--- config.mk ---
export PLATFORM = sky130hd
export DESIGN_NAME = fomo_gamma
export DESIGN_NICKNAME = d
export VERILOG_FILES = /design/src/fomo_pkg.sv /design/src/fomo_gamma.sv
export SDC_FILE = /design/constraint.sdc
export NUM_CORES = 2
export LEC_CHECK = 0
export ABC_CLOCK_PERIOD_IN_PS = 11000
export BUFFER_PORTS_ARGS = -buffer_cell sky130_fd_sc_hd__buf_4
export CAP_MARGIN = 0
export CORE_ASPECT_RATIO = 0.8
export CORE_MARGIN = 2
export CORE_UTILIZATION = 30
export CTS_BUF_LIST = sky130_fd_sc_hd__clkbuf_8
export CTS_CLUSTER_SIZE = 16
export DETAILED_ROUTE_END_ITERATION = 8
export GPL_TIMING_DRIVEN = 0
export PLACE_DENSITY = 0.49
export SLEW_MARGIN = 20
export SYNTH_ARGS = -nofsm -noshare
export SYNTH_HDL_FRONTEND = slang
export SYNTH_SLANG_ARGS = --single-unit
export TNS_END_PERCENT = 10
--- constraint.sdc ---
create_clock -name clk_i -period 11 [get_ports clk_i]
set_clock_uncertainty 0.05 [all_clocks]
set_input_delay 1.65 -clock clk_i [delete_from_list [all_inputs] [get_ports clk_i]]
set_output_delay 1.65 -clock clk_i [all_outputs]
set_load 0.05 [all_outputs]
--- src/fomo_pkg.sv ---
package fomo_pkg;

  localparam int CORDIC_STAGES_DEF = 16;

  localparam int PH_W      = 58;
  localparam int PHASE_W   = 57;
  localparam int ANG_W     = 36;
  localparam int XY_W      = 34;
  localparam int TRIG_W    = 19;
  localparam int RED_STEPS = 22;
  localparam int RV_W      = 50;
  localparam int WG_W      = 41;

  localparam int SC_FIXED_LAT = RED_STEPS + 4;
  localparam int POST_LAT     = 5;

  localparam longint TWO_PI_Q32     = 64'sd26986075409;
  localparam longint PI_Q32         = 64'sd13493037704;
  localparam longint HALF_PI_Q32    = 64'sd6746518852;
  localparam longint QUARTER_PI_Q32 = 64'sd3373259426;
  localparam longint CORDIC_GAIN    = 64'sd652032874;

  localparam logic signed [31:0] S32_MAX     = 32'sh7FFF_FFFF;
  localparam logic signed [31:0] S32_MIN     = 32'sh8000_0000;
  localparam logic signed [31:0] GAMMA_RESET = 32'sd65536;
  localparam logic [16:0]        REST_RESET  = 17'd52429;

  typedef enum logic [1:0] {
    CFG_FREQ,
    CFG_OFFSET,
    CFG_REST
  } cfg_idx_e;

  typedef enum logic [2:0] {
    G_IDLE,
    G_MUL,
    G_DIFF,
    G_DIV,
    G_SAT,
    G_WG
  } g_state_e;

  typedef struct packed {
    logic signed [31:0] hit_time;
    logic signed [31:0] impact_velocity;
    logic signed [31:0] query_time;
  } in_item_t;

  typedef struct packed {
    logic signed [31:0] position;
    logic signed [31:0] velocity;
    logic               overflow;
  } out_item_t;

  typedef struct packed {
    logic [23:0]             w;
    logic signed [31:0]      g;
    logic signed [WG_W-1:0]  wg;
    logic                    sat;
  } gamma_t;

  function automatic longint udiv_pos(longint num, longint den);
    longint quo;
    longint rem;
    quo = 0;
    rem = 0;
    for (int b = 62; b >= 0; b--) begin
      rem = (rem <<< 1) | ((num >>> b) & 64'sd1);
      if (rem >= den) begin
        rem = rem - den;
        quo = quo | (64'sd1 <<< b);
      end
    end
    return quo;
  endfunction

  function automatic longint atan_pow2(int i);
    longint sum;
    longint term;
    int     e;
    bit     stop;
    sum  = 0;
    stop = 1'b0;
    if (i == 0) begin
      return QUARTER_PI_Q32;
    end
    for (int k = 0; k < 64; k++) begin
      e = 62 - i * (2 * k + 1);
      if (e < 0) begin
        stop = 1'b1;
      end
      if (!stop) begin
        term = udiv_pos(64'sd1 <<< e, longint'(2 * k + 1));
        sum  = ((k & 1) == 1) ? sum - term : sum + term;
      end
    end
    return (sum + (64'sd1 <<< 29)) >>> 30;
  endfunction

endpackage

--- src/fomo_gamma.sv ---
module fomo_gamma (
  input  logic                 clk_i,
  input  logic                 rst_ni,
  input  logic                 cfg_we_i,
  input  logic [1:0]           cfg_idx_i,
  input  logic [31:0]          cfg_wdata_i,
  output fomo_pkg::gamma_t     gamma_o,
  output logic                 busy_o
);

  fomo_pkg::g_state_e state_q, state_d;

  logic [23:0]                      w_q;
  logic [47:0]                      wsq_q;
  logic [48:0]                      dabs_q;
  logic                             dneg_q;
  logic                             dzero_q;
  logic [48:0]                      rem_q;
  logic [48:0]                      num_q;
  logic [48:0]                      quo_q;
  logic [5:0]                       cnt_q;
  logic signed [31:0]               g_q;
  logic signed [fomo_pkg::WG_W-1:0] wg_q;
  logic                             sat_q;

  logic                             wr_freq;
  logic signed [49:0]               diff;
  logic [49:0]                      trial;
  logic                             ge;
  logic signed [56:0]               wg_prod;

  assign wr_freq = cfg_we_i && (cfg_idx_i == 2'(fomo_pkg::CFG_FREQ));
  assign diff    = 50'sh1_0000_0000 - $signed({2'b00, wsq_q});
  assign trial   = {rem_q, num_q[48]};
  assign ge      = trial >= {1'b0, dabs_q};
  assign wg_prod = $signed({1'b0, w_q}) * g_q;

  always_comb begin
    state_d = state_q;
    case (state_q)
      fomo_pkg::G_IDLE: if (wr_freq) state_d = fomo_pkg::G_MUL;
      fomo_pkg::G_MUL:  state_d = fomo_pkg::G_DIFF;
      fomo_pkg::G_DIFF: state_d = fomo_pkg::G_DIV;
      fomo_pkg::G_DIV:  if (cnt_q == 6'd48) state_d = fomo_pkg::G_SAT;
      fomo_pkg::G_SAT:  state_d = fomo_pkg::G_WG;
      fomo_pkg::G_WG:   state_d = fomo_pkg::G_IDLE;
      default:          state_d = fomo_pkg::G_IDLE;
    endcase
  end

  always_comb begin
    busy_o    = (state_q != fomo_pkg::G_IDLE);
    gamma_o.w   = w_q;
    gamma_o.g   = g_q;
    gamma_o.wg  = wg_q;
    gamma_o.sat = sat_q;
  end

  always_ff @(posedge clk_i or negedge rst_ni) begin
    if (!rst_ni) begin
      state_q <= fomo_pkg::G_IDLE;
      w_q     <= '0;
      g_q     <= fomo_pkg::GAMMA_RESET;
      wg_q    <= '0;
      sat_q   <= 1'b0;
    end else begin
      state_q <= state_d;
      if (state_q == fomo_pkg::G_IDLE && wr_freq) begin
        w_q <= cfg_wdata_i[23:0];
      end
      if (state_q == fomo_pkg::G_SAT) begin
        if (dzero_q) begin
          g_q   <= fomo_pkg::S32_MAX;
          sat_q <= 1'b1;
        end else if (!dneg_q) begin
          if (quo_q > 49'h0_7FFF_FFFF) begin
            g_q   <= fomo_pkg::S32_MAX;
            sat_q <= 1'b1;
          end else begin
            g_q   <= $signed(quo_q[31:0]);
            sat_q <= 1'b0;
          end
        end else begin
          if (quo_q > 49'h0_8000_0000) begin
            g_q   <= fomo_pkg::S32_MIN;
            sat_q <= 1'b1;
          end else begin
            g_q   <= $signed(~quo_q[31:0] + 32'd1);
            sat_q <= 1'b0;
          end
        end
      end
      if (state_q == fomo_pkg::G_WG) begin
        wg_q <= fomo_pkg::WG_W'((wg_prod + 57'sd32768) >>> 16);
      end
    end
  end

  always_ff @(posedge clk_i) begin
    case (state_q)
      fomo_pkg::G_MUL: begin
        wsq_q <= w_q * w_q;
      end
      fomo_pkg::G_DIFF: begin
        dneg_q  <= diff[49];
        dzero_q <= (diff == 50'sd0);
        dabs_q  <= diff[49] ? 49'(-diff) : diff[48:0];
        rem_q   <= '0;
        num_q   <= 49'h1_0000_0000_0000;
        quo_q   <= '0;
        cnt_q   <= '0;
      end
      fomo_pkg::G_DIV: begin
        rem_q <= ge ? 49'(trial - {1'b0, dabs_q}) : trial[48:0];
        num_q <= {num_q[47:0], 1'b0};
        quo_q <= {quo_q[47:0], ge};
        cnt_q <= cnt_q + 6'd1;
      end
      default: begin
      end
    endcase
  end

endmodule

==> impl_metrics.yaml <==
run_status:
  status: "completed"
layout:
  area_delta_synth_final_pct: 9.89
  drive_above_1_share_pct: 5.00
  final_area_sq_um: 66600
  fin_nets: 8352
  num-fill-cells: 21100
  final_util_pct: 33.2
  final_cell_mix: "inv_1, fa_1, nand2_1, and2_1, ha_1"
  final_common_cell: "inv_1"
power:
  p_leak_nw: 34.1
  seqPwrFrac_pct: 34.3
  switching_power_mw: 1.64
  p_comb_share_pct: 33.8
  p_per_area_nw_per_um2: 66.8
  p_sw_share_pct: 36.9
  clkPwrFrac_pct: 31.9
  p_int_mw: 2.81
  irDropWorstVdd_v: 0.0000887
setup_path:
  startpoint: "w_q[13]$_DFFE_PN0P_"
  worstPathArrival_ns: 11.27
  crit_type: "register to register"
  required_ns: 11.52
  crit_path_start_kind: "register"
  r2r-start: "w_q[13]$_DFFE_PN0P_"
  cp_max_fo: 10
  critical_path.endpoint_type: "register"
synthesis:
  ys_seq_area_share_pct: 14.2
  ys_ff_latch: 304
  async_flop_share_pct: 33.2
  yosys_warnings: 0
  synth.net_count: 8155
  syn-cell-area_sq_um: 60600
  synth.avg_cell_area_sq_um: 9.34
  ys_types: 82
  postSynth.topFlopCell: "edfxtp_1"
  synth_edf_count: 203
  syn_inst: 6491
route:
  avgRoutedWirePerCell_um: 23.3
  drt-pass1-iter-count: 6
  routed_wl_mm: 220
  ant_nets: 0
  drcViolationCount: 0
  dr.first_iter.drc_count: 4469
  avgViaCountPerCell: 4.91
  vias: 46400
sta:
  slew-limit-headroom_pct: 12.2
  post-route-min-period_ns: 10.75
  rsz0062_at_grt: "no"
  fmax_ghz: 0.0930
  timing.setup.tns_ns: 0
  period_share_pct: 97.7
  maxSlewViolCount: 0
  setup_violations: 0
  tightest_slew_ns: 1.32
  hold_viol: 0
min_path:
  hold_class: "register to register"
  hold_path.startpoint: "wsq_q[0]$_DFFE_PP_"
floorplan:
  fp.coreArea_sq_um: 201000
  io_pins: 136
  initial_utilization_pct: 30.2
  dieHeight_um: 406
  die_width_um: 507
  rows: 147
  dieArea_sq_um: 206000
clock_tree:
  insertion_delay_ns: 0.85
  clockBufferDepth: 3
  cts_max_level: 2
  clk_pin_slew_ns: 0.07
  cts_tree: "yes"
  cts_buffers: 59
  cts_resized: 0
  post_cts_buffers: 0
  cts_root_buffer: "clkbuf_8"
  cts_hold_buf: 0
  cts.sinks: 304
placed_design:
  dp_hpwl_mm: 181
  place_area_sq_um: 65100
  gp_congestion: 0.972
  io_buffers: 127
global_routing:
  grt_util_all_layers_pct: 21.8
  grt_pass1_vias: 47900
  gr-total-overflow: 0
  grt_max_degree: 66
  grt_pass1_wl_mm: 327
  antenna_found_initial: 49
flow_run:
  maxCapViolCount: 0
-- Yosys cell counts (9+ instances only) --
master	count	share of area, %
mux2_2	29	0.54
a21oi_1	181	1.5
nand2_1	730	4.5
dfrtp_1	100	4.1
and3_1	66	0.68
buf_1	9	0.056
ha_1	418	8.6
or3_1	28	0.29
fa_1	1209	40
a221oi_1	13	0.19
nor2_1	239	1.5
and2_1	520	5.4
nor2b_1	19	0.20
o21a_1	15	0.19
a31oi_1	30	0.31
or4_1	15	0.19
clkbuf_1	294	1.8
xor2_1	70	1.0
o21ai_0	145	1.2
or2_2	19	0.20
a211o_1	9	0.13
nand2b_1	25	0.26
a211oi_1	29	0.36
nor3_1	56	0.46
nand3_1	43	0.36
nor4_1	23	0.24
mux2i_1	33	0.54
nand4_1	45	0.46
o21bai_1	28	0.35
edfxtp_1	203	10
a21o_1	67	0.83
o31ai_1	29	0.36
o211ai_1	15	0.19
inv_1	1470	9.1
xnor2_1	142	2.1
-- power by group through the flow --
stage	clock (mW)	sequential, mW	combinational (mW)
finish	1.42	1.52	1.50
global route	1.52	1.54	1.67
global placement	0	1.55	1.46
CTS	1.47	1.52	1.49
floorplan	0	1.51	1.08
detailed placement	0	1.54	1.48
-- cells by family after synthesis --
| group | count (synthesis) | share of synthesized area, % |
|---|---|---|
| other | 1 | 0.00619 |
| DFF | 304 | 14.2 |
| and+or+nand+nor | 1865 | 15.3 |
| xor gates and xnor gates | 212 | 3.06 |
| AOI/OAI and AO/OA | 640 | 6.72 |
| adders and majority gates | 1627 | 48.6 |
| muxes | 63 | 1.11 |
| buffers and inverters | 1779 | 11.0 |
-- area by class of cell --
cell class	instances	area (sq um)	area share, %
clock inverter	39	452	0.678
antenna	27	67.6	0.101
multi-input combinational	4408	45300	68.0
sequential	304	8620	12.9
tap	2682	3360	5.04
clock buffer	69	950	1.43
buffer	308	1210	1.82
inverter	1471	5520	8.29
timing repair buffer	136	1100	1.65
-- state kept, by name (all words and copies together), names as in the netlist, named ones only --
register	count
rem_q	49
dzero_q	1
wsq_q	47
cnt_q	6
state_q	3
num_q	1
sat_q	1
w_q	24
dabs_q	48
dneg_q	1
wg_q	41
quo_q	49
g_q	32
-- metrics by stage --
step	power [mW]	hold WS (ns)	std cells	worst slack, ns
final	4.45	0.392	9444	0.251
after global routing	4.73	0.421	9418	0.0184
after CTS	4.48	0.395	9417	0.545
after detailed placement	3.02	0.393	9309	0.544
after global placement	3.01	0.385	9300	0.0619
after floorplan	2.58	0.371	6491	2.99
-- final timing paths --
path / to / slack [ns] / cells after the start
max in group asynchronous: w_q[10]$_DFFE_PN0P_ / 9.38 / 2
hold / removal: dabs_q[0]$_DFFE_PP_ / 0.39 / 0
hold reg to reg: dabs_q[0]$_DFFE_PP_ / 0.39 / 0
min in group asynchronous: wg_q[29]$_DFFE_PN0N_ / 0.63 / 1
setup / recovery: wsq_q[41]$_DFFE_PP_ / 0.25 / 26
setup reg to reg: wsq_q[41]$_DFFE_PP_ / 0.25 / 26
-- routing by layer --
| metal | part of all wire [%] | track usage (%) | wire (um) | vias up |
|---|---|---|---|---|
| li1 | - | - | - | 20300 |
| met1 | 46 | 32.4 | 101000 | 23900 |
| met2 | 41 | 31.0 | 89700 | 1846 |
| met3 | 10 | 6.13 | 23000 | 284 |
| met4 | 2.6 | 5.03 | 5750 | 12 |
| met5 | 0.031 | 0 | 69 | - |
-- worst max-delay path, cell delays in order (launching register included) --
cell and delay, ns:
dfrtp_1 0.45, clkbuf_1 0.91, clkbuf_1 0.90, nand2_1 0.17
fa_1 0.68, inv_1 0.10, fa_1 0.54, inv_1 0.05
fa_1 0.55, inv_1 0.06, fa_1 0.41, fa_1 0.48
fa_1 0.54, inv_1 0.05, fa_1 0.47, inv_1 0.04
ha_1 0.28, inv_1 0.12, o21ai_0 0.13, or3_1 0.35
o21ai_0 0.79, a211oi_1 0.39, a311o_1 0.50, a2111oi_0 0.61
o21bai_1 0.25, or4_1 0.44, nand3_1 0.15
Note: power is estimated with default switching activity, not from simulation.
